### config.mk
export PLATFORM = sky130hd
export DESIGN_NAME = sd_spi_command_engine
export DESIGN_NICKNAME = d
export VERILOG_FILES = /design/src/rtl/sdspi_pkg.sv /design/src/rtl/sdspi_in.sv /design/src/rtl/sdspi_seq.sv /design/src/rtl/sdspi_out.sv /design/src/rtl/sd_spi_command_engine.sv
export SDC_FILE = /design/constraint.sdc
export NUM_CORES = 1
export LEC_CHECK = 0
export ABC_AREA = 1
export BUFFER_PORTS_ARGS = -buffer_cell sky130_fd_sc_hd__clkbuf_2
export CAP_MARGIN = 20
export CORE_MARGIN = 4
export CORE_UTILIZATION = 35
export DETAILED_ROUTE_END_ITERATION = 8
export SLEW_MARGIN = 30
export SYNTH_ARGS = -nofsm -noshare
export SYNTH_HDL_FRONTEND = slang
export SYNTH_HIERARCHICAL = 1
export SYNTH_SLANG_ARGS = --single-unit
### constraint.sdc
create_clock -name clock -period 7 [get_ports clock]
set_input_delay 1.05 -clock clock [delete_from_list [all_inputs] [get_ports clock]]
set_output_delay 1.05 -clock clock [all_outputs]
set_load 0.05 [all_outputs]
### src/rtl/sdspi_pkg.sv
// Shared types, codes and frame helpers for the SD SPI command engine.
`timescale 1ns / 1ps

package sdspi_pkg;

   typedef enum logic [2:0] {
      PH_IDLE    = 3'd0,
      PH_PRE_FF  = 3'd1,
      PH_FRAME   = 3'd2,
      PH_POLL    = 3'd3,
      PH_POST_FF = 3'd4
   } phase_type;

   localparam logic       MODE_START = 1'b0;
   localparam logic       MODE_RX    = 1'b1;
   localparam logic       KIND_TX    = 1'b0;
   localparam logic       KIND_DONE  = 1'b1;

   localparam logic [5:0] APP_PREFIX_INDEX = 6'd55;
   localparam logic [5:0] CMD0_INDEX       = 6'd0;
   localparam logic [5:0] CMD8_INDEX       = 6'd8;
   localparam logic [7:0] CRC_CMD0         = 8'h95;
   localparam logic [7:0] CRC_CMD8         = 8'h87;
   localparam logic [7:0] CRC_OTHER        = 8'h01;
   localparam logic [7:0] START_BITS       = 8'h40;
   localparam logic [7:0] FILL_BYTE        = 8'hFF;
   localparam logic [7:0] REPLY_OK_MAX     = 8'h01;
   localparam logic [2:0] FRAME_LAST       = 3'd5;
   localparam logic [3:0] POLL_TRIES_RESET = 4'd10;

   typedef struct packed {
      logic        mode;
      logic [5:0]  cmd_index;
      logic        app_command;
      logic [31:0] argument;
      logic [7:0]  rx_byte;
   } req_type;

   typedef struct packed {
      logic       kind;
      logic [7:0] tx_byte;
      logic [7:0] response;
      logic       timed_out;
   } rsp_type;

   typedef struct packed {
      phase_type phase;
      logic      in_prefix;
   } status_type;

   // One byte of a command frame: start bits with index, argument MSB first, CRC.
   function automatic logic [7:0] frame_byte(logic [2:0] pos, logic [5:0] idx,
                                             logic [31:0] arg);
      logic [7:0] b;
      case (pos)
         3'd0: b = START_BITS | {2'b00, idx};
         3'd1: b = arg[31:24];
         3'd2: b = arg[23:16];
         3'd3: b = arg[15:8];
         3'd4: b = arg[7:0];
         default: begin
            if (idx == CMD0_INDEX) b = CRC_CMD0;
            else if (idx == CMD8_INDEX) b = CRC_CMD8;
            else b = CRC_OTHER;
         end
      endcase
      return b;
   endfunction

endpackage

### src/rtl/sdspi_in.sv
// Input register that holds one request until the sequencer consumes it.
`timescale 1ns / 1ps

module sdspi_in (
   input  logic               clock,
   input  logic               reset,
   input  logic               req_valid,
   output logic               req_stall,
   input  sdspi_pkg::req_type req_data,
   input  logic               fire,
   output logic               held_valid,
   output sdspi_pkg::req_type held_data
);

   logic               valid_ff;
   logic               valid_in;
   sdspi_pkg::req_type data_ff;
   logic               accept;

   assign req_stall = valid_ff && !fire;
   assign accept    = req_valid && !req_stall;

   always_comb begin
      valid_in = valid_ff;
      if (accept) valid_in = 1'b1;
      else if (fire) valid_in = 1'b0;
   end

   always_ff @(posedge clock) begin
      if (reset) valid_ff <= 1'b0;
      else valid_ff <= valid_in;
   end

   always_ff @(posedge clock) begin
      if (accept) data_ff <= req_data;
   end

   assign held_valid = valid_ff;
   assign held_data  = data_ff;

endmodule

### src/rtl/sdspi_seq.sv
// Command sequencer: per-request state update and next transmit byte or final reply.
`timescale 1ns / 1ps

module sdspi_seq (
   input  logic                  clock,
   input  logic                  reset,
   input  logic                  fire,
   input  sdspi_pkg::req_type    req,
   input  logic [3:0]            poll_tries,
   output logic                  rsp_load,
   output sdspi_pkg::rsp_type    rsp,
   output sdspi_pkg::status_type status
);

   sdspi_pkg::phase_type phase_ff, phase_in;
   logic [2:0]           pos_ff, pos_in;
   logic [3:0]           tries_ff, tries_in;
   logic [5:0]           index_ff, index_in;
   logic [31:0]          arg_ff, arg_in;
   logic                 prefix_ff, prefix_in;
   logic [7:0]           preply_ff, preply_in;
   logic                 ptmo_ff, ptmo_in;

   logic [5:0]           eff_idx;
   logic [31:0]          eff_arg;
   logic [3:0]           tries_dec;
   logic                 poll_end;
   logic [2:0]           pos_next;

   // During the CMD55 prefix the frame carries index 55 and a zero argument.
   assign eff_idx   = prefix_ff ? sdspi_pkg::APP_PREFIX_INDEX : index_ff;
   assign eff_arg   = prefix_ff ? 32'd0 : arg_ff;
   assign tries_dec = tries_ff - 4'd1;
   assign poll_end  = !req.rx_byte[7] || (tries_dec == 4'd0);
   assign pos_next  = pos_ff + 3'd1;

   always_comb begin
      phase_in  = phase_ff;
      pos_in    = pos_ff;
      tries_in  = tries_ff;
      index_in  = index_ff;
      arg_in    = arg_ff;
      prefix_in = prefix_ff;
      preply_in = preply_ff;
      ptmo_in   = ptmo_ff;
      rsp_load  = 1'b0;
      rsp       = '0;
      if (fire) begin
         rsp_load = 1'b1;
         rsp.kind = sdspi_pkg::KIND_TX;
         if (req.mode == sdspi_pkg::MODE_START) begin
            index_in  = req.cmd_index;
            arg_in    = req.argument;
            preply_in = 8'd0;
            ptmo_in   = 1'b0;
            pos_in    = 3'd0;
            if (req.app_command) begin
               prefix_in   = 1'b1;
               phase_in    = sdspi_pkg::PH_PRE_FF;
               rsp.tx_byte = sdspi_pkg::FILL_BYTE;
            end else begin
               prefix_in   = 1'b0;
               phase_in    = sdspi_pkg::PH_FRAME;
               rsp.tx_byte = sdspi_pkg::frame_byte(3'd0, req.cmd_index, req.argument);
            end
         end else begin
            case (phase_ff)
               sdspi_pkg::PH_PRE_FF: begin
                  phase_in    = sdspi_pkg::PH_FRAME;
                  pos_in      = 3'd0;
                  rsp.tx_byte = sdspi_pkg::frame_byte(3'd0, eff_idx, eff_arg);
               end
               sdspi_pkg::PH_FRAME: begin
                  if (pos_ff < sdspi_pkg::FRAME_LAST) begin
                     pos_in      = pos_next;
                     rsp.tx_byte = sdspi_pkg::frame_byte(pos_next, eff_idx, eff_arg);
                  end else begin
                     phase_in    = sdspi_pkg::PH_POLL;
                     tries_in    = poll_tries;
                     rsp.tx_byte = sdspi_pkg::FILL_BYTE;
                  end
               end
               sdspi_pkg::PH_POLL: begin
                  if (req.rx_byte[7]) tries_in = tries_dec;
                  if (!poll_end) begin
                     rsp.tx_byte = sdspi_pkg::FILL_BYTE;
                  end else if (prefix_ff) begin
                     // Hold the CMD55 reply over the trailing fill byte.
                     preply_in   = req.rx_byte;
                     ptmo_in     = req.rx_byte[7];
                     phase_in    = sdspi_pkg::PH_POST_FF;
                     rsp.tx_byte = sdspi_pkg::FILL_BYTE;
                  end else begin
                     phase_in      = sdspi_pkg::PH_IDLE;
                     rsp.kind      = sdspi_pkg::KIND_DONE;
                     rsp.response  = req.rx_byte;
                     rsp.timed_out = req.rx_byte[7];
                  end
               end
               sdspi_pkg::PH_POST_FF: begin
                  prefix_in = 1'b0;
                  if (preply_ff > sdspi_pkg::REPLY_OK_MAX) begin
                     phase_in      = sdspi_pkg::PH_IDLE;
                     rsp.kind      = sdspi_pkg::KIND_DONE;
                     rsp.response  = preply_ff;
                     rsp.timed_out = ptmo_ff;
                  end else begin
                     phase_in    = sdspi_pkg::PH_FRAME;
                     pos_in      = 3'd0;
                     rsp.tx_byte = sdspi_pkg::frame_byte(3'd0, index_ff, arg_ff);
                  end
               end
               default: begin
                  phase_in = sdspi_pkg::PH_IDLE;
                  rsp_load = 1'b0;
               end
            endcase
         end
      end
   end

   always_ff @(posedge clock) begin
      if (reset) begin
         phase_ff  <= sdspi_pkg::PH_IDLE;
         pos_ff    <= 3'd0;
         tries_ff  <= 4'd0;
         prefix_ff <= 1'b0;
         preply_ff <= 8'd0;
         ptmo_ff   <= 1'b0;
      end else begin
         phase_ff  <= phase_in;
         pos_ff    <= pos_in;
         tries_ff  <= tries_in;
         prefix_ff <= prefix_in;
         preply_ff <= preply_in;
         ptmo_ff   <= ptmo_in;
      end
   end

   always_ff @(posedge clock) begin
      index_ff <= index_in;
      arg_ff   <= arg_in;
   end

   assign status.phase     = phase_ff;
   assign status.in_prefix = prefix_ff;

endmodule

### src/rtl/sdspi_out.sv
// Result register that holds one result until the receiver takes it.
`timescale 1ns / 1ps

module sdspi_out (
   input  logic               clock,
   input  logic               reset,
   input  logic               load,
   input  sdspi_pkg::rsp_type rsp_in,
   output logic               ready,
   output logic               rsp_valid,
   input  logic               rsp_stall,
   output sdspi_pkg::rsp_type rsp_out
);

   logic               valid_ff;
   logic               valid_in;
   sdspi_pkg::rsp_type data_ff;

   // The register can take a new result when empty or when its current one leaves.
   assign ready = !valid_ff || !rsp_stall;

   always_comb begin
      valid_in = valid_ff;
      if (load) valid_in = 1'b1;
      else if (!rsp_stall) valid_in = 1'b0;
   end

   always_ff @(posedge clock) begin
      if (reset) valid_ff <= 1'b0;
      else valid_ff <= valid_in;
   end

   always_ff @(posedge clock) begin
      if (load) data_ff <= rsp_in;
   end

   assign rsp_valid = valid_ff;
   assign rsp_out   = data_ff;

endmodule

### src/rtl/sd_spi_command_engine.sv
// Top level of the SD SPI-mode command engine with R1 reply polling.
// Usage: a request with req_mode 0 starts a command (index, app flag, argument);
// each request with req_mode 1 reports the byte clocked in from the card during
// the last exchange. Every request except a received byte while idle yields one
// result: either the next byte to shift out (rsp_kind 0) or the final R1 reply
// with its timeout flag (rsp_kind 1). A start request aborts any command in
// progress. csr_poll_tries sets the number of 0xFF polls; csr_ready is always high
// and writes belong only to idle periods.
// A request accepted into the input register is processed once the result register
// can take a result; processing loads its result into the output register and
// raises rsp_valid.
// Throughput: one request per cycle while rsp_stall is low, set by the single input
// register feeding the sequencer logic and the single result register.
// Reset (synchronous, active high) empties both registers, returns the sequencer
// to idle and sets poll tries to 10. While rsp_stall is high the result register
// holds; the input register then fills and req_stall rises until a slot frees.
`timescale 1ns / 1ps

module sd_spi_command_engine (
   input  logic        clock,
   input  logic        reset,
   input  logic        req_valid,
   output logic        req_stall,
   input  logic        req_mode,
   input  logic [5:0]  req_cmd_index,
   input  logic        req_app_command,
   input  logic [31:0] req_argument,
   input  logic [7:0]  req_rx_byte,
   output logic        rsp_valid,
   input  logic        rsp_stall,
   output logic        rsp_kind,
   output logic [7:0]  rsp_tx_byte,
   output logic [7:0]  rsp_response,
   output logic        rsp_timed_out,
   input  logic        csr_valid,
   output logic        csr_ready,
   input  logic [3:0]  csr_poll_tries
);

   sdspi_pkg::req_type    req_data;
   sdspi_pkg::req_type    held_data;
   sdspi_pkg::rsp_type    seq_rsp;
   sdspi_pkg::rsp_type    out_rsp;
   sdspi_pkg::status_type seq_status;
   logic                  held_valid;
   logic                  out_ready;
   logic                  fire;
   logic                  rsp_load;
   logic [3:0]            poll_tries_ff;

   assign csr_ready = 1'b1;

   always_ff @(posedge clock) begin
      if (reset) poll_tries_ff <= sdspi_pkg::POLL_TRIES_RESET;
      else if (csr_valid && csr_ready) poll_tries_ff <= csr_poll_tries;
   end

   assign req_data.mode        = req_mode;
   assign req_data.cmd_index   = req_cmd_index;
   assign req_data.app_command = req_app_command;
   assign req_data.argument    = req_argument;
   assign req_data.rx_byte     = req_rx_byte;

   assign fire = held_valid && out_ready;

   sdspi_in u_in (
      .clock      (clock),
      .reset      (reset),
      .req_valid  (req_valid),
      .req_stall  (req_stall),
      .req_data   (req_data),
      .fire       (fire),
      .held_valid (held_valid),
      .held_data  (held_data)
   );

   sdspi_seq u_seq (
      .clock      (clock),
      .reset      (reset),
      .fire       (fire),
      .req        (held_data),
      .poll_tries (poll_tries_ff),
      .rsp_load   (rsp_load),
      .rsp        (seq_rsp),
      .status     (seq_status)
   );

   sdspi_out u_out (
      .clock     (clock),
      .reset     (reset),
      .load      (rsp_load),
      .rsp_in    (seq_rsp),
      .ready     (out_ready),
      .rsp_valid (rsp_valid),
      .rsp_stall (rsp_stall),
      .rsp_out   (out_rsp)
   );

   assign rsp_kind      = out_rsp.kind;
   assign rsp_tx_byte   = out_rsp.tx_byte;
   assign rsp_response  = out_rsp.response;
   assign rsp_timed_out = out_rsp.timed_out;

`ifndef SYNTHESIS
   // A finished command always leaves the sequencer idle.
   a_done_goes_idle: assert property (@(posedge clock) disable iff (reset)
      (rsp_load && seq_rsp.kind == sdspi_pkg::KIND_DONE)
      |=> (seq_status.phase == sdspi_pkg::PH_IDLE))
      else $error("sequencer not idle after a finished command");

   // Input back-pressure only arises from a held request behind a stalled result.
   a_stall_cause: assert property (@(posedge clock) disable iff (reset)
      req_stall |-> (held_valid && rsp_valid && rsp_stall))
      else $error("input stalled without a stalled result");

   // Unused result fields are zero.
   a_tx_fields: assert property (@(posedge clock) disable iff (reset)
      (rsp_valid && rsp_kind == sdspi_pkg::KIND_TX)
      |-> (rsp_response == 8'd0 && !rsp_timed_out))
      else $error("transmit result carries reply fields");

   // The prefix flag is never set while idle after a finished command.
   a_prefix_cleared: assert property (@(posedge clock) disable iff (reset)
      (rsp_load && seq_rsp.kind == sdspi_pkg::KIND_DONE && !seq_status.in_prefix)
      |=> !seq_status.in_prefix)
      else $error("prefix flag set after a finished command");
`endif

endmodule
==> results by stage <==
Floorplanning:
- The number of rows created at floorplan is 45.
- Measured along the y axis, the die boundary spans 133 um.
- 78 I/O pins were placed.
- The initial utilization of the core area, before any placement, comes to 0.358.
- Measured along the x axis, the die boundary spans 133 um.
- The die covers 17700 um^2.
- The core outline area is 15300 um^2.

Placed design:
- During placement, the flow inserted port buffers numbering 76.
- At the end of routability-driven placement, the weighted congestion stood at 0.912.
- The wire-length estimate of the detail-placed layout is 7.83 mm.
- The post-placement cell area is 6100 um^2.

Global routing:
- The layer flagged by global routing as most heavily used is met2.
- In the global route stage, met2 resource usage came out at 0.225.
- The global routing usage summed across all routing layers is 0.135.
- The global routing usage on met3 is 0.0513.
- For this run the aggregate overflow at the end of global routing stands at 0.
- The first global-routing pass estimated 18.9 mm of wire.
- The via count of the first global-routing pass is 3965.
- The initial antenna violation count is 0.
- For this run, global-route usage on met1 was measured as 0.163.
- Entering global routing, the biggest net connects 49 pins.

Synthesis:
- The synthesized net count is 585.
- After synthesis, the mean cell area works out to 10.5 um^2.
- The post-synthesis cell count is 521.
- The count of yosys warnings during synthesis is 6.
- The netlist area before placement is 5460 um^2.

Worst setup path:
- The highest-delay cell along the critical path is clkbuf_2.
- The signal arrival time at the worst endpoint is 1.79 ns.
- Data on the critical path is required at its endpoint by 5.95 ns.
- Traced cell by cell, the critical path runs through clkbuf_2, nand2_2, nand2_1, inv_1, inv_1, nand2_2, inv_2, clkbuf_2.
- The critical path in this run is classified as input port to primary output.
- Along the worst path, the maximum fanout reaches 4.
- The critical path contains buffers and inverters numbering 5 combined.
- The worst register-to-register path has a setup slack of 4.52 ns.
- STA classifies the critical path startpoint as an input port.
- STA classifies the critical path endpoint as a primary output.
- The family with the most delay on the worst path is buffers and inverters.
- The maximum single-stage delay on the critical path is 0.28 ns.

Clocking:
- The tree is rooted in a clkbuf_16.
- The sink count of the clock tree is 129.
- The deepest level of the CTS H-tree is 4.
- The post-CTS setup buffer count is 0.
- Clock-pin slew was measured on the worst setup and hold paths at 0.06 ns.
- No sink is reached through more buffers than the 2 on the longest clock path.
- The clock network latency to the later pin of the worst-skew pair is 0.42 ns.
- The post-CTS resize count is 0.
- The TritonCTS clock tree is yes.
- The number of hold buffers added after cts is 0.
- The total clock buffers created by CTS is 17.

Worst hold path:
- The classification of the worst-slack hold path is register to register.

Power:
- For this design the total switching power over the nets is 441 uW.
- The power per cell area is 291 nW/um^2.
- The clock power share is 0.469.
- The relative contribution of sequential cells to total power is 0.459.
- The maximum vdd drop is 0.000178 V.
- The switching share of power is 0.226.
- The static power due to leakage is 0.00267 uW.
- The internal power summed over all cells is 1510 uW.
- The share of total power dissipated in combinational logic is 0.073.

STA:
- The fraction of the cycle the final worst path needs is 0.406.
- The number of hold violations in the final report is 0.
- The number of max-slew violations in the final report came to 0.
- The minimum clock period is 2.84 ns.
- The final worst clock skew is 0.00559 ns.
- The maximum frequency from static timing analysis is 352 MHz.
- The transition time at the pin with the least slew margin is 0.872 ns.
- Setup repair after global routing left no endpoint under its margin.
- The accumulated negative setup slack is 0 ns.
- The headroom to the max-slew limit is 0.415.
- The final setup violation count is 0.

Detailed routing:
- After the first detailed-routing iteration, the DRC count stood at 262.
- The first-pass iteration count of the detailed router is 4.
- The detail route stage leaves a number of antenna-violating nets equal to 0.
- Dividing the detail-routed via count by the number of cells gives 4.71.
- For this block, the via count after detailed routing is 3909.
- For this run, design rule violations remaining after detail routing come to 0.
- The wire length per cell is 13.6 um.
- The sum of routed wire length over all layers is 11.3 mm.

Layout:
- Of the cells placed in the final design, the portion with a size suffix greater than 1 is 0.226.
- The post-layout utilization of the core is 0.440.
- The number of nets in the finished design is 671.
- The repair_antennas step left the layout with diodes totalling 0.
- The area growth from synthesis to final layout is 23.0%.
- The area of all placed cells without fillers is 6710 um^2.

Status:
- The run finished with clean final reports.

Flow run:
- The tool flagged a number of max-cap violations equal to 0.
-- final timing paths --
path,start,end,depth (start not counted)
min reg2reg,u_in/held_data[10],u_seq/arg_ff[2],0
max,rsp_stall,req_stall,8
max reg2reg,u_seq/prefix_ff,u_out/rsp_out[10],9
min,u_in/held_data[10],u_seq/arg_ff[2],0
-- power by group through the flow --
stage	clock network [uW]	registers, uW	logic, uW
floorplan	0	927	74.6
global placement	0	911	137
detailed placement	0	911	142
CTS	940	896	143
global route	973	899	157
finish	915	895	142
-- layer usage --
metal | share of wire | up-vias
met4 | 0.012 | 0
met5 | 0 | -
li1 | - | 1950
met2 | 0.50 | 111
met1 | 0.44 | 1836
met3 | 0.053 | 12
-- registers in the layout, summed over array words and instances (netlist names) --
| name | count |
|---|---|
| u_seq/phase_ff | 3 |
| u_seq/tries_ff | 4 |
| u_seq/pos_ff | 3 |
| u_out/rsp_out | 18 |
| u_seq/preply_ff | 8 |
| u_seq/arg_ff | 32 |
| u_in/held_valid | 1 |
| u_seq/prefix_ff | 1 |
| u_seq/index_ff | 6 |
| poll_tries_ff | 4 |
| u_in/held_data | 48 |
| u_out/rsp_valid | 1 |
-- cell type report --
| class | instances | area [um^2] |
|---|---|---|
| timing repair buffer | 78 | 415 |
| clock buffer | 18 | 429 |
| multi-input combinational | 332 | 1610 |
| inverter | 49 | 190 |
| fill | 1425 | 8540 |
| tap | 211 | 264 |
| sequential | 129 | 3620 |
| clock inverter | 13 | 186 |
-- layout by cell type, fill, tap and decap left out, types with 4 or more instances in the layout --
| cell type | instances |
|---|---|
| clkbuf_2 | 76 |
| inv_1 | 39 |
| o21ai_1 | 9 |
| nand3_1 | 40 |
| inv_2 | 7 |
| nand3b_1 | 6 |
| clkbuf_16 | 17 |
| a21oi_1 | 39 |
| nand4_1 | 9 |
| ha_1 | 7 |
| nand2_1 | 122 |
| bufinv_16 | 4 |
| nand2_2 | 6 |
| o21ai_0 | 14 |
| nor2_1 | 57 |
| dfxtp_1 | 25 |
| edfxtp_1 | 104 |
-- stage by stage --
stage	setup slack, ns	hold slack [ns]	power [uW]	cells
final	4.16	0.413	1950	830
after global routing	4.08	0.422	2030	830
after CTS	4.14	0.413	1980	830
after detailed placement	4.15	0.405	1050	799
after global placement	4.15	0.410	1050	798
after floorplan	3.03	0.400	1000	521
(Power assumes the default switching activity.)
